**src/rtl/pan_tilt_command_frame_encoder_assert.svh**
```systemverilog
// assertion macros for the pan/tilt frame encoder
// used by the top level only, no other dependencies
`ifndef PAN_TILT_COMMAND_FRAME_ENCODER_ASSERT_SVH
`define PAN_TILT_COMMAND_FRAME_ENCODER_ASSERT_SVH

// same-cycle implication
`define PTCFE_ASSERT_NOW(name, clk, rst_n, ante, cons) \
  name: assert property (@(posedge clk) disable iff (!rst_n) (ante) |-> (cons)) \
    else $error("ptcfe check failed");

// next-cycle implication
`define PTCFE_ASSERT_NXT(name, clk, rst_n, ante, cons) \
  name: assert property (@(posedge clk) disable iff (!rst_n) (ante) |=> (cons)) \
    else $error("ptcfe check failed");

`endif

```
**src/rtl/ptcfe_pkg.sv**
```systemverilog
// types, constants and microcode program of the pan/tilt frame encoder
// no dependencies
package ptcfe_pkg;

  typedef enum logic [2:0] {
    REQ_PAN   = 3'd0,
    REQ_TILT  = 3'd1,
    REQ_SPEED = 3'd2,
    REQ_JOG   = 3'd3,
    REQ_STOP  = 3'd4
  } req_kind_e;

  typedef enum logic [0:0] {
    CFG_LINK_MODE = 1'b0,
    CFG_NORTH_OFS = 1'b1
  } cfg_idx_e;

  typedef enum logic [2:0] {
    OP_WAIT,
    OP_ADD,
    OP_WRAP_HI,
    OP_WRAP_LO,
    OP_WORDS,
    OP_SUM,
    OP_EMIT
  } uop_e;

  typedef enum logic [1:0] {
    COND_ALWAYS,
    COND_ACCEPT,
    COND_EMIT_DONE
  } cond_e;

  localparam int unsigned StepW    = 3;
  localparam int unsigned FrameLen = 9;
  localparam int unsigned PosW     = 4;

  typedef logic [StepW-1:0] step_t;

  typedef struct packed {
    uop_e  op;
    cond_e cond;
    step_t next;
  } ucw_t;

  localparam logic [7:0] SYNC_BYTE = 8'hFF;
  localparam logic [7:0] ADDR_BYTE = 8'h01;
  localparam logic [7:0] CMD_POS   = 8'h06;
  localparam logic [7:0] CMD_NONE  = 8'h00;
  localparam logic [7:0] KEY_NONE  = 8'h00;
  localparam logic [7:0] KEY_SPEED = 8'hA0;
  localparam logic [7:0] KEY_STOP  = 8'hA1;
  localparam logic [15:0] WORD_BIAS = 16'h8000;

  localparam logic signed [17:0] WRAP_LIM  = 18'sd18000;
  localparam logic signed [17:0] WRAP_SPAN = 18'sd36000;

  localparam logic [PosW-1:0] LAST_POS = PosW'(FrameLen - 1);

  // microcode: one control word per step
  function automatic ucw_t ucode(input step_t s);
    ucw_t w;
    unique case (s)
      3'd0:    w = '{op: OP_WAIT,    cond: COND_ACCEPT,    next: 3'd1};
      3'd1:    w = '{op: OP_ADD,     cond: COND_ALWAYS,    next: 3'd2};
      3'd2:    w = '{op: OP_WRAP_HI, cond: COND_ALWAYS,    next: 3'd3};
      3'd3:    w = '{op: OP_WRAP_LO, cond: COND_ALWAYS,    next: 3'd4};
      3'd4:    w = '{op: OP_WORDS,   cond: COND_ALWAYS,    next: 3'd5};
      3'd5:    w = '{op: OP_SUM,     cond: COND_ALWAYS,    next: 3'd6};
      3'd6:    w = '{op: OP_EMIT,    cond: COND_EMIT_DONE, next: 3'd0};
      default: w = '{op: OP_WAIT,    cond: COND_ALWAYS,    next: 3'd0};
    endcase
    return w;
  endfunction

endpackage

```
**src/rtl/ptcfe_req_if.sv**
```systemverilog
// request channel of the pan/tilt frame encoder
// depends on nothing
interface ptcfe_req_if;
  logic               valid;
  logic               ready;
  logic [2:0]         req_type;
  logic signed [16:0] angle_centideg;
  logic signed [12:0] pan_rate;
  logic signed [12:0] tilt_rate;

  modport source (output valid, req_type, angle_centideg, pan_rate, tilt_rate,
                  input ready);
  modport sink   (input valid, req_type, angle_centideg, pan_rate, tilt_rate,
                  output ready);
endinterface

```
**src/rtl/ptcfe_byte_if.sv**
```systemverilog
// output byte channel of the pan/tilt frame encoder
// depends on nothing
interface ptcfe_byte_if;
  logic       valid;
  logic       ready;
  logic [7:0] out_byte;
  logic       frame_end;

  modport source (output valid, out_byte, frame_end, input ready);
  modport sink   (input valid, out_byte, frame_end, output ready);
endinterface

```
**src/rtl/pan_tilt_command_frame_encoder.sv**
```systemverilog
// pan/tilt rotator command frame encoder, top level
// depends on ptcfe_pkg, ptcfe_req_if, ptcfe_byte_if and the assertion header
`include "pan_tilt_command_frame_encoder_assert.svh"

// Each request word builds one 9-byte command frame (sync, address, command,
// key, two 16-bit words high byte first, checksum) and sends it one byte per
// word on frame_o, frame_end marking the last byte. With link_mode at 0 every
// 0xFF byte goes out twice, so a frame is 9 bytes plus one per 0xFF byte in
// it. A microcode sequencer runs the work: the accept step, five build steps
// (offset add, two wrap steps, word build, checksum), then the emit step, which
// repeats for each output byte. The next request is taken right after the last
// byte enters the output register. Request kinds 5 to 7 are taken and dropped
// without building a frame.
// Configuration writes are meant for idle periods only.
module pan_tilt_command_frame_encoder (
  input  logic              clk_i,
  input  logic              rst_ni,
  input  logic              cfg_we_i,
  input  logic [0:0]        cfg_idx_i,
  input  logic [15:0]       cfg_wdata_i,
  ptcfe_req_if.sink         req_i,
  ptcfe_byte_if.source      frame_o
);

  ptcfe_pkg::step_t step_q, step_d;
  ptcfe_pkg::ucw_t  ucw;

  logic               link_mode_q;
  logic signed [15:0] north_ofs_q;

  logic [2:0]         kind_q;
  logic signed [16:0] angle_q;
  logic signed [12:0] pspd_q;
  logic signed [12:0] tspd_q;
  logic signed [17:0] val_q;
  logic [7:0]         frame_q [ptcfe_pkg::FrameLen];

  logic [ptcfe_pkg::PosW-1:0] pos_q;
  logic                       stuff_q;
  logic                       out_valid_q;
  logic [7:0]                 out_byte_q;
  logic                       out_end_q;

  logic        req_fire;
  logic        kind_ok;
  logic        slot_free;
  logic        emit_fire;
  logic        emit_adv;
  logic        emit_last;
  logic        emit_stuff;
  logic [7:0]  emit_byte;
  logic        cond_ok;
  logic        is_pan;

  logic [15:0] pos_word;
  logic [14:0] pspd_x;
  logic [14:0] tspd_x;
  logic [15:0] sw1;
  logic [15:0] sw2;
  logic [7:0]  cmd_b;
  logic [7:0]  key_b;
  logic [15:0] w1;
  logic [15:0] w2;
  logic [7:0]  csum;

  assign ucw       = ptcfe_pkg::ucode(step_q);
  assign req_i.ready = (ucw.op == ptcfe_pkg::OP_WAIT);
  assign req_fire  = req_i.valid && req_i.ready;
  assign kind_ok   = (req_i.req_type <= 3'(ptcfe_pkg::REQ_STOP));
  assign is_pan    = (kind_q == 3'(ptcfe_pkg::REQ_PAN));

  assign slot_free = !out_valid_q || frame_o.ready;
  assign emit_fire = (ucw.op == ptcfe_pkg::OP_EMIT) && slot_free;
  assign emit_byte = frame_q[pos_q];
  assign emit_last = (pos_q == ptcfe_pkg::LAST_POS);
  // first copy of a doubled 0xff holds the position
  assign emit_stuff = !stuff_q && !link_mode_q && (emit_byte == ptcfe_pkg::SYNC_BYTE);
  assign emit_adv  = !emit_stuff;

  always_comb begin
    unique case (ucw.cond)
      ptcfe_pkg::COND_ALWAYS:    cond_ok = 1'b1;
      ptcfe_pkg::COND_ACCEPT:    cond_ok = req_fire && kind_ok;
      ptcfe_pkg::COND_EMIT_DONE: cond_ok = emit_fire && emit_adv && emit_last;
      default:                   cond_ok = 1'b0;
    endcase
    step_d = cond_ok ? ucw.next : step_q;
  end

  // word build: floor(v/2) is the arithmetic shift, bias flips the top bit
  assign pos_word = {~val_q[16], val_q[15:1]};
  assign pspd_x   = {{2{pspd_q[12]}}, pspd_q};
  assign tspd_x   = {{2{tspd_q[12]}}, tspd_q};
  assign sw1 = {pspd_x[12:0], 3'b000} + {pspd_x[14:0], 1'b0} + ptcfe_pkg::WORD_BIAS;
  assign sw2 = {tspd_x[12:0], 3'b000} + {tspd_x[14:0], 1'b0} + ptcfe_pkg::WORD_BIAS;

  always_comb begin
    cmd_b = ptcfe_pkg::CMD_NONE;
    key_b = ptcfe_pkg::KEY_NONE;
    w1    = '0;
    w2    = '0;
    unique case (kind_q)
      3'(ptcfe_pkg::REQ_PAN): begin
        cmd_b = ptcfe_pkg::CMD_POS;
        w1    = pos_word;
      end
      3'(ptcfe_pkg::REQ_TILT): begin
        cmd_b = ptcfe_pkg::CMD_POS;
        w2    = pos_word;
      end
      3'(ptcfe_pkg::REQ_SPEED): begin
        key_b = ptcfe_pkg::KEY_SPEED;
        w1    = sw1;
        w2    = sw2;
      end
      3'(ptcfe_pkg::REQ_JOG): begin
        w1 = sw1;
        w2 = sw2;
      end
      3'(ptcfe_pkg::REQ_STOP): begin
        key_b = ptcfe_pkg::KEY_STOP;
      end
      default: begin
        cmd_b = ptcfe_pkg::CMD_NONE;
      end
    endcase
  end

  assign csum = frame_q[1] + frame_q[2] + frame_q[3] + frame_q[4]
              + frame_q[5] + frame_q[6] + frame_q[7];

  // control state and output register
  always_ff @(posedge clk_i or negedge rst_ni) begin
    if (!rst_ni) begin
      step_q      <= '0;
      link_mode_q <= 1'b0;
      north_ofs_q <= '0;
      pos_q       <= '0;
      stuff_q     <= 1'b0;
      out_valid_q <= 1'b0;
    end else begin
      step_q <= step_d;
      if (cfg_we_i) begin
        unique case (cfg_idx_i)
          ptcfe_pkg::CFG_LINK_MODE: link_mode_q <= cfg_wdata_i[0];
          ptcfe_pkg::CFG_NORTH_OFS: north_ofs_q <= cfg_wdata_i;
          default:                  link_mode_q <= link_mode_q;
        endcase
      end
      if (emit_fire) begin
        out_valid_q <= 1'b1;
        stuff_q     <= emit_stuff;
        if (emit_adv) begin
          pos_q <= emit_last ? '0 : pos_q + 1'b1;
        end
      end else if (frame_o.ready) begin
        out_valid_q <= 1'b0;
      end
    end
  end

  // payload and datapath registers
  always_ff @(posedge clk_i) begin
    if (emit_fire) begin
      out_byte_q <= emit_byte;
      out_end_q  <= emit_adv && emit_last;
    end
    unique case (ucw.op)
      ptcfe_pkg::OP_WAIT: begin
        if (req_fire) begin
          kind_q  <= req_i.req_type;
          angle_q <= req_i.angle_centideg;
          pspd_q  <= req_i.pan_rate;
          tspd_q  <= req_i.tilt_rate;
        end
      end
      ptcfe_pkg::OP_ADD: begin
        val_q <= is_pan ? ({angle_q[16], angle_q} + {{2{north_ofs_q[15]}}, north_ofs_q})
                        : {angle_q[16], angle_q};
      end
      ptcfe_pkg::OP_WRAP_HI: begin
        if (is_pan && (val_q > ptcfe_pkg::WRAP_LIM)) val_q <= val_q - ptcfe_pkg::WRAP_SPAN;
      end
      ptcfe_pkg::OP_WRAP_LO: begin
        if (is_pan && (val_q < -ptcfe_pkg::WRAP_LIM)) val_q <= val_q + ptcfe_pkg::WRAP_SPAN;
      end
      ptcfe_pkg::OP_WORDS: begin
        frame_q[0] <= ptcfe_pkg::SYNC_BYTE;
        frame_q[1] <= ptcfe_pkg::ADDR_BYTE;
        frame_q[2] <= cmd_b;
        frame_q[3] <= key_b;
        frame_q[4] <= w1[15:8];
        frame_q[5] <= w1[7:0];
        frame_q[6] <= w2[15:8];
        frame_q[7] <= w2[7:0];
      end
      ptcfe_pkg::OP_SUM: begin
        frame_q[8] <= csum;
      end
      default: begin
        val_q <= val_q;
      end
    endcase
  end

  assign frame_o.valid     = out_valid_q;
  assign frame_o.out_byte  = out_byte_q;
  assign frame_o.frame_end = out_end_q;

  `PTCFE_ASSERT_NXT(a_accept_starts_build, clk_i, rst_ni,
                    req_fire && kind_ok, ucw.op == ptcfe_pkg::OP_ADD)
  `PTCFE_ASSERT_NOW(a_stuff_holds_ff, clk_i, rst_ni,
                    stuff_q, out_valid_q && (out_byte_q == ptcfe_pkg::SYNC_BYTE))
  `PTCFE_ASSERT_NOW(a_end_rewinds, clk_i, rst_ni,
                    out_valid_q && out_end_q, (pos_q == '0) && !stuff_q)

endmodule
```
**src/flat_wrapper.sv**
```systemverilog
// flat-port wrapper written by rule: the top's interface ports become plain ports
module pan_tilt_command_frame_encoder_flat 
  (clk_i, rst_ni, cfg_we_i, cfg_idx_i, cfg_wdata_i, req_i_valid, req_i_req_type, req_i_angle_centideg, req_i_pan_rate, req_i_tilt_rate, req_i_ready, frame_o_valid, frame_o_out_byte, frame_o_frame_end, frame_o_ready);
  ptcfe_req_if req_i_i ();
  ptcfe_byte_if frame_o_i ();
  input  logic clk_i;
  input  logic rst_ni;
  input  logic cfg_we_i;
  input  logic [0:0] cfg_idx_i;
  input  logic [15:0] cfg_wdata_i;
  input wire logic [$bits(req_i_i.valid)-1:0] req_i_valid;
  input wire logic [$bits(req_i_i.req_type)-1:0] req_i_req_type;
  input wire logic [$bits(req_i_i.angle_centideg)-1:0] req_i_angle_centideg;
  input wire logic [$bits(req_i_i.pan_rate)-1:0] req_i_pan_rate;
  input wire logic [$bits(req_i_i.tilt_rate)-1:0] req_i_tilt_rate;
  output wire logic [$bits(req_i_i.ready)-1:0] req_i_ready;
  output wire logic [$bits(frame_o_i.valid)-1:0] frame_o_valid;
  output wire logic [$bits(frame_o_i.out_byte)-1:0] frame_o_out_byte;
  output wire logic [$bits(frame_o_i.frame_end)-1:0] frame_o_frame_end;
  input wire logic [$bits(frame_o_i.ready)-1:0] frame_o_ready;
  assign req_i_i.valid = req_i_valid;
  assign req_i_i.req_type = req_i_req_type;
  assign req_i_i.angle_centideg = req_i_angle_centideg;
  assign req_i_i.pan_rate = req_i_pan_rate;
  assign req_i_i.tilt_rate = req_i_tilt_rate;
  assign req_i_ready = req_i_i.ready;
  assign frame_o_valid = frame_o_i.valid;
  assign frame_o_out_byte = frame_o_i.out_byte;
  assign frame_o_frame_end = frame_o_i.frame_end;
  assign frame_o_i.ready = frame_o_ready;
  pan_tilt_command_frame_encoder u_core (.clk_i(clk_i), .rst_ni(rst_ni), .cfg_we_i(cfg_we_i), .cfg_idx_i(cfg_idx_i), .cfg_wdata_i(cfg_wdata_i), .req_i(req_i_i), .frame_o(frame_o_i));
endmodule
```
**config.mk**
```make
export PLATFORM = sky130hd
export DESIGN_NAME = pan_tilt_command_frame_encoder_flat
export DESIGN_NICKNAME = d
export VERILOG_FILES = /design/src/rtl/ptcfe_pkg.sv /design/src/rtl/ptcfe_req_if.sv /design/src/rtl/ptcfe_byte_if.sv /design/src/rtl/pan_tilt_command_frame_encoder.sv /design/src/flat_wrapper.sv
export VERILOG_INCLUDE_DIRS = /design/src /design/src/rtl
export SDC_FILE = /design/constraint.sdc
export NUM_CORES = 1
export LEC_CHECK = 0
export ABC_AREA = 1
export BUFFER_PORTS_ARGS = -buffer_cell sky130_fd_sc_hd__clkbuf_2
export CORE_MARGIN = 1.5
export CORE_UTILIZATION = 50
export CTS_BUF_LIST = sky130_fd_sc_hd__clkbuf_2
export CTS_CLUSTER_DIAMETER = 40
export DETAILED_ROUTE_END_ITERATION = 7
export GPL_ROUTABILITY_DRIVEN = 0
export HOLD_SLACK_MARGIN = 0.03
export PLACE_DENSITY = 0.74
export SLEW_MARGIN = 40
export SYNTH_ARGS = -nofsm -noshare
export SYNTH_HDL_FRONTEND = slang
export SYNTH_SLANG_ARGS = --single-unit
```
**constraint.sdc**
```tcl
create_clock -name clk_i -period 8.91 [get_ports clk_i]
set_input_delay 0.891 -clock clk_i [delete_from_list [all_inputs] [get_ports clk_i]]
set_output_delay 0.891 -clock clk_i [all_outputs]
set_load 0.03 [all_outputs]
```
## After elaboration in Yosys (flattened, before gate mapping)

Memory sizes are Yosys's and may differ from the RTL's.
Cells that the tools add are included.

- Register bits after elaboration: 99
- Word-level logic and storage cells: 105
- Memories: 1
- Output and inout bits: 11
- Input port bits: 68
- Bits in writable memories: 72

- Eq/ne operators: 22
- Bitwise logic cells: 3
- Reductions and logical operators: 29
- Order comparisons: 3
- Add/sub/neg operators: 14
- Mux-type cells: 20

Memory list:

| memory | words | bits a word | rd ports | clocked after Yosys merged registers in | wr ports | RTL line | RTL |
|---|---|---|---|---|---|---|---|
| u_core.frame_q | 9 | 8 | 8 | 0 | 8 | pan_tilt_command_frame_encoder.sv:36 | `logic [7:0] frame_q [ptcfe_pkg::FrameLen];` |

Operator list:

| operator | count |
|---|---|
| 16-bit one-hot mux with 2 select lines | 2 |
| 8-bit one-hot mux with 7 select lines | 1 |
| 18-bit 2-to-1 mux | 3 |
| 18-bit one-hot mux with 3 select lines | 1 |
| 8-bit adder | 6 |
| 16-bit adder | 2 |
| 16-bit adder (second input constant) | 2 |
| 3-bit == test (second input constant) | 7 |
| 17-bit by 16-bit adder with 18-bit output | 1 |
| 18-bit by 17-bit adder with 18-bit output (second input constant) | 1 |
| 3-bit by 2-bit == test with 1-bit output (second input constant) | 6 |
| 18-bit by 16-bit > comparator with 1-bit output (second input constant) | 1 |
| 18-bit by 16-bit < comparator with 1-bit output (second input constant) | 1 |
| 18-bit by 17-bit subtractor with 18-bit output (second input constant) | 1 |
| 8-bit one-hot mux with 2 select lines | 1 |
| 1-bit logical AND | 10 |
| 3-bit by 1-bit == test with 1-bit output (second input constant) | 3 |
| 3-bit logical NOT | 3 |
| 8-bit == test (second input constant) | 1 |
| 4-bit 2-to-1 mux | 2 |
| 8-bit 2-to-1 mux | 1 |
| 2-bit AND reduction | 4 |
| 8-bit OR reduction | 1 |
| 1-bit 2-to-1 mux | 7 |
| 16 further kinds | 23 |

## Depth between registers and ports, before layout

Gate-level depths: netlist of the first run.
An unclocked memory read counts as a cell.

- Depth after elaboration: 8
- Mapped depth: 15
- Gate-level depth less buffers: 15

## Worst setup path after synthesis of the first run

OpenSTA, ideal clock, no wires.

- Path kind: input -> register
- Start: input req_i_valid
- End: register u_core.angle_q[0], enable pin
- Slack: 4.306 ns
- Arrival time: 4.097 ns
- Buffers on the path: 0
- Data required time: 8.403 ns
- Cell stages on the path: 2
- Cell sequence: inv_1 nor3_1

- Cells in the longest elaborated chain, start to end: 2

Ends and longest elaborated chain:

| what | RTL line | RTL |
|---|---|---|
| start: declaration | flat_wrapper.sv:11 | `input wire logic [$bits(req_i_i.valid)-1:0] req_i_valid;` |
| 1-bit logical AND | pan_tilt_command_frame_encoder.sv:68 | `assign req_fire = req_i.valid && req_i.ready;` |
| 2-bit AND reduction (no line) | - |  |
| end signal: assignment | pan_tilt_command_frame_encoder.sv:172 | `angle_q <= req_i.angle_centideg;` |
| end: declaration | pan_tilt_command_frame_encoder.sv:32 | `logic signed [16:0] angle_q;` |

No other way between the ends.
A chain may end at the register's enable or synchronous reset.

## Final worst setup path of the first run

- Start: register u_core.step_q[1]
- End: register u_core.val_q[15] (data pin)

- Cells in the longest elaborated chain, start to end: 4

Ends and longest elaborated chain:

| what | RTL line | RTL |
|---|---|---|
| start: declaration | pan_tilt_command_frame_encoder.sv:25 | `ptcfe_pkg::step_t step_q, step_d;` |
| start signal: assignment | pan_tilt_command_frame_encoder.sv:142 | `step_q <= step_d;` |
| 3-bit == test, or another cell as far along | ptcfe_pkg.sv:63 | `unique case (s)` |
| 8-bit one-hot mux with 7 select lines (*) | ptcfe_pkg.sv:63 |  |
| 3-bit by 2-bit == test with 1-bit output or 3-bit by 1-bit == test with 1-bit output (tied branches) | pan_tilt_command_frame_encoder.sv:168 | `unique case (ucw.op)` |
| 18-bit one-hot mux with 3 select lines (*) | pan_tilt_command_frame_encoder.sv:168 |  |
| end signal: assignment | pan_tilt_command_frame_encoder.sv:178 | `val_q <= is_pan ? ({angle_q[16], angle_q} + {{2{north_ofs_q[15]}}, north_ofs_q})` |
| end signal: assignment | pan_tilt_command_frame_encoder.sv:182 | `if (is_pan && (val_q > ptcfe_pkg::WRAP_LIM)) val_q <= val_q - ptcfe_pkg::WRAP_SPAN;` |
| end signal: assignment | pan_tilt_command_frame_encoder.sv:185 | `if (is_pan && (val_q < -ptcfe_pkg::WRAP_LIM)) val_q <= val_q + ptcfe_pkg::WRAP_SPAN;` |
| end: declaration | pan_tilt_command_frame_encoder.sv:35 | `logic signed [17:0] val_q;` |

Every way passes the cells marked *; elsewhere a longest branch is shown, timed or not.

==> results of run 1 <==
## worst max-delay path: stages (launching register included)
cell	delay (ps)
dfrtp_1	510
inv_1	90
nor2_2	530
inv_2	310
nor2_2	340
inv_1	230
ha_1	410
a21oi_1	190
nand2_1	150
a21oi_1	260
o21bai_1	110
o21ai_0	170
nand2_1	70
## routing by layer
metal | wire length (um) | vias to the layer above
met5 | 0 | -
li1 | - | 3660
met2 | 9150 | 248
met4 | 499 | 0
met3 | 1110 | 37
met1 | 9320 | 3382
## cell usage after synthesis, types with 3 or more instances
cell type / count / area, um^2
nand2_1: 210 / 788
inv_1: 141 / 529
edfxtp_1: 116 / 3480
nor2_1: 91 / 342
ha_1: 65 / 813
o21ai_0: 64 / 320
a21oi_1: 63 / 315
nand3_1: 51 / 255
dfrtp_1: 26 / 651
fa_1: 21 / 420
xor2_1: 21 / 184
mux2_2: 14 / 158
nor3_1: 14 / 70.1
nand4_1: 12 / 75.1
xnor2_1: 12 / 105
clkbuf_1: 10 / 37.5
o21bai_1: 10 / 75.1
o22ai_1: 10 / 62.6
or2_2: 10 / 62.6
a31oi_1: 9 / 56.3
a21o_1: 7 / 52.6
o21ai_1: 7 / 35.0
a211oi_1: 4 / 30.0
buf_2: 4 / 20.0
nor2_2: 4 / 25.0
a21oi_2: 3 / 26.3
inv_2: 3 / 11.3
nor4_1: 3 / 18.8
o21a_1: 3 / 22.5
## state kept, by name, summed over array words and instances, names as in the netlist
register,cells
u_core.frame_o.out_byte,8
u_core.val_q,18
u_core.north_ofs_q,16
u_core.kind_q,3
u_core.frame_o.frame_end,1
u_core.tspd_q,13
u_core.step_q,3
u_core.frame_q,43
u_core.frame_o.valid,1
u_core.pos_q,4
u_core.stuff_q,1
u_core.pspd_q,13
u_core.angle_q,17
u_core.link_mode_q,1
## cell type report
type	instances	share of cell area, %
diodes	1	0.0248
clock buffers	18	0.891
clock inverters	14	1.65
inverters	145	5.39
multi-input cells	726	44.2
flip-flops and latches	142	40.9
well taps	229	2.84
repair buffers	82	4.16
## layout by cell type (no fill, tap or decap), drive strengths merged, types with 2 or more instances in the layout
cell / count
nand2: 211
inv: 149
edfxtp: 116
clkbuf: 95
nor2: 95
o21ai: 73
a21oi: 66
ha: 65
nand3: 51
dfrtp: 26
xor2: 21
fa: 21
mux2: 14
nor3: 14
xnor2: 12
nand4: 12
o22ai: 10
o21bai: 10
or2: 10
a31oi: 9
a21o: 7
clkinv: 6
buf: 5
a211oi: 4
o21a: 3
nor4: 3
bufinv: 3
o32ai: 2
a21boi: 2
nand3b: 2
o211ai: 2
o2111ai: 2
o31ai: 2
## metrics by stage
step / std cells / util (%)
global placement: 1324 / 54.6
CTS: 1356 / 56.1
finish: 1357 / 56.1
detailed placement: 1324 / 54.6
global route: 1357 / 56.1
floorplan: 1031 / -
## how the worst max path moves through the flow
stage                         startpoint              endpoint  slack (ps)  depth (start not counted)
detailed placement  u_core.frame_q[4][1]  u_core.frame_q[8][7]        5360                         15
floorplan                    req_i_valid     u_core.angle_q[0]        4310                          2
finish                  u_core.step_q[1]      u_core.val_q[15]        5320                         12
global route            u_core.step_q[1]      u_core.val_q[14]        4970                         12
CTS                 u_core.frame_q[4][1]  u_core.frame_q[8][7]        5380                         15
global placement    u_core.frame_q[2][1]  u_core.frame_q[8][7]        5440                         15
## power by group
group | switching, mW | total, mW | internal (mW)
clock network | 0.248 | 0.407 | 0.159
registers | 0.189 | 1.26 | 1.07
logic | 1.30 | 2.10 | 0.803
total | 1.73 | 3.77 | 2.03
## kinds of logic (layout without fill, tap and decap cells)
group                    count (synthesis)  after routing  share of synthesized area [%]
AO/OA/AOI/OAI                          193            193                           11.9
XOR/XNOR                                33             33                           3.14
adder cells (fa/ha/maj)                 86             86                           13.4
buffers and inverters                  163            259                           6.85
flip-flops                             142            142                           44.8
multiplexers                            14             14                           1.71
other                                    0              1                              0
AND/OR/NAND/NOR                        400            400                           18.1
==> reports/qor.csv, run 1 <==
metric,value,unit
WL/cell,14.8,um
Finished Cell Area,10100,um^2
VDD IR max,190,uV
FF+latch area,4130,um^2
placed standard-cell area,9850,um^2
CTS tree,done,
Syn Inst Count,1031,
Initial Utilization,51.1,%
Nets,1268,
initial antenna violation count,1,
Post-synth EDFFs,116,
fmax,0.279,GHz
die area,19300,um^2
Mapped Avg Cell Area,8.94,um^2
Die H,139,um
Async SR Flop Fraction,18.3,%
FP Rows,49,
core area,18000,um^2
M3 GR Usage,3.38,%
final max-slew violation count,0,
Leakage Power,4.64,nW
register area share after synthesis,44.8,%
# DRC,0,
GRT busiest layer,met2,
reg2reg setup slack,5320,ps
status,finished clean,
met2 GRT Util,35.3,%
share of post-route cells with drive strength above 1,13.7,%
worst path required time,9410,ps
R2R cell count,12,
Hold WS,157,ps
pwr dens,373,nW/um^2
Worst-Margin Slew,801,ps
Synth Net Count,1185,
Via density,5.40,
yosys warns,0,
count of cells resized by post-cts repair,0,
met1 track demand over resource,30.0,%
Crit. End Element,flip-flop,
Clock Skews,45.0,ps
"Primary FF master, synth",edfxtp_1,
die width,139,um
min cycle time layout,3590,ps
worst min path class,in2async,
root buf cell,clkbuf_2,
setup TNS,0,ps
Setup Viol. Count Final,0,
Worst slew margin,46.4,%
First-pass DRT Iterations,7,
final setup margin,5320,ps
vias in the first global route,7001,
total power,3.77,mW
Vias,7327,
"Arr. time, crit path",4090,ps
H-tree levels,4,
Yosys reg bits,142,
first-pass GRT wire length,34000,um
pre-CTS WS,5360,ps
Filler Cell Count,1624,
io pins,79,
DR iter-0 viols,547,
clock latency on the worst-skew pair,740,ps
"Area growth, synth to finish",9.64,%
Netlist cell types,44,
synthesized area,9220,um^2
post-route ant nets,0,
launching point of the worst reg2reg path,u_core.step_q[1],
total wire length,20100,um
clock sinks,142,
GR Overflow Total,0,
Detail Placement HPWL,15500,um
RSZ-0062 raised after global routing,no,
PortBufs,78,
Setup Crit Path Kind,reg2reg,
TritonCTS Buffers,17,
Tcrit/Tclk final,40.3,%
# hold bufs at CTS,0,
Worst R2R End,u_core.val_q[15],
# Post-CTS Setup Buffers,0,
Multi-input gate area,4460,um^2
Fin. Hold Viols,0,
largest net degree at the start of global routing,47,
startpoint types,flip-flop,
GR Util All Layers,22.1,%
critical path peak fanout,19,
Max Root-Sink Buffers,2,
Max-Cap Viols,0,
Clock Pin Slew Worst Setup and Hold Paths,250,ps
(Power assumes the default switching activity.)
==> run 2, diff against run 1 <==
==> constraint.sdc (replaced) <==
create_clock -name clk_i -period 3.6 [get_ports clk_i]
set_input_delay 0.36 -clock clk_i [delete_from_list [all_inputs] [get_ports clk_i]]
set_output_delay 0.36 -clock clk_i [all_outputs]
set_load 0.03 [all_outputs]
==> reports/qor.csv, run 2 (synthesis gave the netlist of run 1 again) <==
metric,value,unit
Psw,4.35,mW
First-pass DRT Iterations,5,
"most used cell, CP",inv_1,
clock latency on the worst-skew pair,760,ps
part of the power in registers,32.1,%
Logic pwr share,56.6,%
# DRC,0,
GR Util All Layers,22.8,%
Vias,7465,
VDD IR max,597,uV
"Arr. time, crit path",4020,ps
root buf cell,clkbuf_2,
Buf/Inv on CP,4,
H-tree levels,4,
Max Root-Sink Buffers,2,
largest registers,"u_core.frame_q x43, u_core.val_q x18, u_core.angle_q x17",
"Area growth, synth to finish",17.6,%
Finished Cell Area,10800,um^2
Pint,5.23,mW
Worst-Margin Slew,818,ps
Setup Viol. Count Final,0,
CTS tree,done,
worst path required time,4130,ps
GR Overflow Total,0,
FP Rows,49,
Clock Pin Slew Worst Setup and Hold Paths,240,ps
Worst slew margin,45.2,%
placed standard-cell area,9880,um^2
worst min path class,in2async,
most frequent cells in the layout,"nand2_1 (210), inv_1 (141), edfxtp_1 (116)",
WL/cell,14.8,um
Max-Cap Viols,0,
Initial Utilization,51.1,%
Clock Skews,46.8,ps
Top Family by Delay on Critical Path,adder cells,
Die H,139,um
largest net degree at the start of global routing,47,
"Cell Chain, Critical Path",inv_1 -> fa_1 -> inv_1 -> fa_1 -> inv_1 -> fa_1 -> inv_1 -> ha_1 -> nand2_1 -> nor2_1 -> a211oi_2 -> nor2_1 -> o21ai_0 -> nand2_1 -> xor2_1,
pre-CTS WS,62.7,ps
pwr dens,884,nW/um^2
startpoint types,flip-flop,
TritonCTS Buffers,17,
Via density,5.23,
die area,19300,um^2
Crit. End Element,flip-flop,
initial antenna violation count,1,
final max-slew violation count,0,
Setup Crit Path Kind,reg2reg,
total wire length,21100,um
Top reg by flops,u_core.frame_q,
Final Util,60.1,%
Tcrit/Tclk final,96.7,%
die width,139,um
Crit path largest cell delay,550,ps
DR iter-0 viols,456,
power share of the clock group,11.2,%
share of post-route cells with drive strength above 1,13.3,%
core area,18000,um^2
first-pass GRT wire length,34900,um
io pins,79,
final setup margin,118,ps
Leakage Power,4.95,nW
vias in the first global route,7069,
Nets,1338,
fmax,0.287,GHz
PortBufs,78,
min cycle time layout,3480,ps
Detail Placement HPWL,15100,um
clock sinks,142,
critical path peak fanout,2,
status,finished clean,
Largest register FFs,43,
Fin. Hold Viols,0,
Slowest cell on crit path,fa_1,
Sw Share,45.4,%
post-route ant nets,0,
"leading cell type in the layout, fill and taps excluded",nand2_1,
[run 2: final timing paths]
check | startpoint | endpoint | slack, ps | cells after the start
setup / recovery | u_core.frame_q[4][2] | u_core.frame_q[8][6] | 120 | 15
hold / removal | rst_ni | u_core.north_ofs_q[9] | 160 | 2
setup reg to reg | u_core.frame_q[4][2] | u_core.frame_q[8][6] | 120 | 15
hold reg to reg | u_core.north_ofs_q[8] | u_core.north_ofs_q[8] | 550 | 1
max in group asynchronous | rst_ni | u_core.step_q[0] | 2950 | 2
min in group clk_i | req_i_valid | u_core.step_q[1] | 180 | 6
[run 2: routing by layer]
metal / up-vias / share of wire, % / global-route usage [%]
met3: 26 / 4.5 / 3.63
li1: 3804 / - / -
met1: 3430 / 46 / 30.5
met5: - / 0 / 0
met2: 205 / 48 / 38.3
met4: 0 / 1.9 / 7.24
[run 2: power groups by stage]
stage	clock (mW)	sequential, mW	combinational, mW
final	1.07	3.08	5.43
after global routing	1.15	3.14	6.21
after CTS	1.10	3.07	5.34
after detailed placement	0	3.12	5.23
after global placement	0	3.10	5.13
after floorplan	0	3.01	4.07
[run 2: metrics by stage]
stage	power (mW)	TNS [ps]	cells	hold slack, ps
global placement	8.23	0	1328	455
global route	10.5	-40.8	1428	179
floorplan	7.08	0	1031	64.4
finish	9.58	0	1428	155
CTS	9.50	0	1426	130
detailed placement	8.35	0	1328	466
[run 2: area by class of cell]
cell class	instances	area, um^2
clock buffer	18	90.1
sequential	142	4130
tap	229	287
antenna	2	5.00
inverter	145	544
clock inverter	14	189
fill	1586	7190
multi-input combinational	726	4480
timing repair buffer	152	1110
[run 2: what timing repair did]
action,in CTS,in global routing
setup buffers,0,0
gates resized for setup,0,3
endpoints found under the hold margin,90,0
hold buffers,66,0
setup endpoints to repair,0,2
==> run 3, diff against run 2 <==
--- a/config.mk
+++ b/config.mk
@@ -14,6 +14,7 @@
 export CTS_CLUSTER_DIAMETER = 40
 export DETAILED_ROUTE_END_ITERATION = 7
 export GPL_ROUTABILITY_DRIVEN = 0
+export GPL_TIMING_DRIVEN = 0
 export HOLD_SLACK_MARGIN = 0.03
 export PLACE_DENSITY = 0.74
 export SLEW_MARGIN = 40
==> reports/qor.csv, run 3 (synthesis gave the netlist of run 1 again) <==
metric,value,unit
Non-Filler Instances,1447,
DP Cell Count,1347,
vias in the first global route,7426,
Detail Placement HPWL,16100,um
Clock Skews,53.3,ps
worst hold start,req_i_valid,
"most used cell, CP",inv_1,
die area,19300,um^2
First-pass DRT Iterations,5,
PortBufs,78,
root buf cell,clkbuf_2,
status,finished clean,
"leading cell type in the layout, fill and taps excluded",nand2_1,
Crit path largest cell delay,530,ps
largest net degree at the start of global routing,27,
worst path required time,4130,ps
Initial Utilization,51.1,%
Setup Viol. Count Final,0,
Via density,5.26,
first-pass GRT wire length,35900,um
clock latency on the worst-skew pair,760,ps
Tcrit/Tclk final,96.0,%
core area,18000,um^2
R2R cell count,15,
Largest register FFs,43,
DR iter-0 viols,543,
VDD IR max,503,uV
Hold Path Stages,3,
die width,139,um
"Area growth, synth to finish",18.7,%
initial antenna violation count,1,
Finished Cell Area,10900,um^2
worst min path class,in2reg,
Die H,139,um
Nets,1358,
most frequent cells in the layout,"nand2_1 (210), inv_1 (140), edfxtp_1 (116)",
launching point of the worst reg2reg path,u_core.frame_q[4][1],
RSZ-0062 raised after global routing,yes,
Worst R2R End,u_core.frame_q[8][7],
Final Util,60.7,%
Top reg by flops,u_core.frame_q,
H-tree levels,4,
critical path peak fanout,2,
Setup Crit Path Kind,reg2reg,
share of post-route cells with drive strength above 1,14.0,%
"Arr. time, crit path",3990,ps
total wire length,22000,um
# DRC,0,
Worst slew margin,49.3,%
TritonCTS Buffers,17,
Worst Hold Path EP,u_core.tspd_q[10],
Max-Cap Viols,0,
Crit. End Element,flip-flop,
GR Util All Layers,23.4,%
final max-slew violation count,0,
GR Overflow Total,0,
pwr dens,884,nW/um^2
startpoint types,flip-flop,
fmax,0.289,GHz
io pins,79,
largest registers,"u_core.frame_q x43, u_core.val_q x18, u_core.angle_q x17",
FP Rows,49,
reg2reg setup slack,140,ps
WL/cell,15.2,um
placed standard-cell area,9990,um^2
Worst-Margin Slew,761,ps
CTS tree,done,
post-route ant nets,0,
clock sinks,142,
Vias,7606,
min cycle time layout,3460,ps
"Cell Chain, Critical Path",inv_1 -> fa_1 -> inv_1 -> fa_1 -> inv_1 -> fa_1 -> inv_1 -> ha_1 -> inv_1 -> fa_1 -> o21ai_2 -> nand2_1 -> nand2_1 -> a21oi_1 -> xor2_1,
Leakage Power,5.00,nW
Max Root-Sink Buffers,2,
Fin. Hold Viols,0,
Slowest cell on crit path,fa_1,
Clock Pin Slew Worst Setup and Hold Paths,250,ps
[run 3: routing by layer]
metal / routed length (um) / share of wire [%] / track usage, %
met5: 0 / 0 / 0
met4: 407 / 1.9 / 7.84
met3: 1080 / 4.9 / 3.28
met2: 10700 / 49 / 39.6
met1: 9830 / 45 / 31.2
[run 3: cell type report]
class                   instances  area [um^2]
plain buffers                  18         87.6
flip-flops and latches        142         4130
multi-input cells             726         4480
well taps                     229          287
fillers                      1566         7080
clock buffers                  18         90.1
inverters                     145          544
repair buffers                154         1140
diodes                          1         2.50
clock inverters                14          180
[run 3: worst max path at each step]
stage	start	endpoint	slack [ps]	cells past startpoint
2_1_floorplan	u_core.step_q[2]	u_core.frame_q[2][1]	190	2
3_3_place_gp	u_core.step_q[0]	u_core.frame_q[6][7]	-730	1
3_5_place_dp	u_core.frame_q[2][1]	u_core.frame_q[8][7]	2	15
4_1_cts	u_core.frame_q[2][1]	u_core.frame_q[8][7]	40	15
5_1_grt	u_core.frame_q[4][2]	u_core.frame_q[8][6]	-70	15
6_report	u_core.frame_q[4][1]	u_core.frame_q[8][7]	140	15
[run 3: timing repair]
action | CTS | global route
hold buffers | 66 | 0
setup endpoints to repair | 0 | 3
hold endpoints to repair | 90 | 0
buffers inserted | 0 | 1
gates resized for setup | 0 | 6
[run 3: worst max-delay path: cells and delay by family (launching register included)]
family	cells	cell delay [ps]
adders and majority gates	5	2020
DFF	1	380
buffers and inverters	5	280
AOI/OAI and AO/OA	2	260
xor gates and xnor gates	1	150
and+or+nand+nor	2	130
[run 3: metrics by stage]
| stage | total power, mW | setup slack [ps] | setup TNS (ps) | hold slack (ps) |
|---|---|---|---|---|
| final | 9.67 | 144 | 0 | 99.9 |
| after global routing | 10.6 | -73.4 | -73.4 | 98.3 |
| after CTS | 9.56 | 38.1 | 0 | 50.3 |
| after detailed placement | 8.42 | 1.56 | 0 | 453 |
| after global placement | 8.20 | -732 | -37280 | 452 |
| after floorplan | 7.08 | 190 | 0 | 64.4 |
[run 3: report_power, final]
| group | leakage [nW] | total (mW) | internal, mW | switching [mW] |
|---|---|---|---|---|
| logic | 3.44 | 5.55 | 2.15 | 3.40 |
| clock network | 0.162 | 1.07 | 0.408 | 0.660 |
| registers | 1.39 | 3.06 | 2.65 | 0.406 |
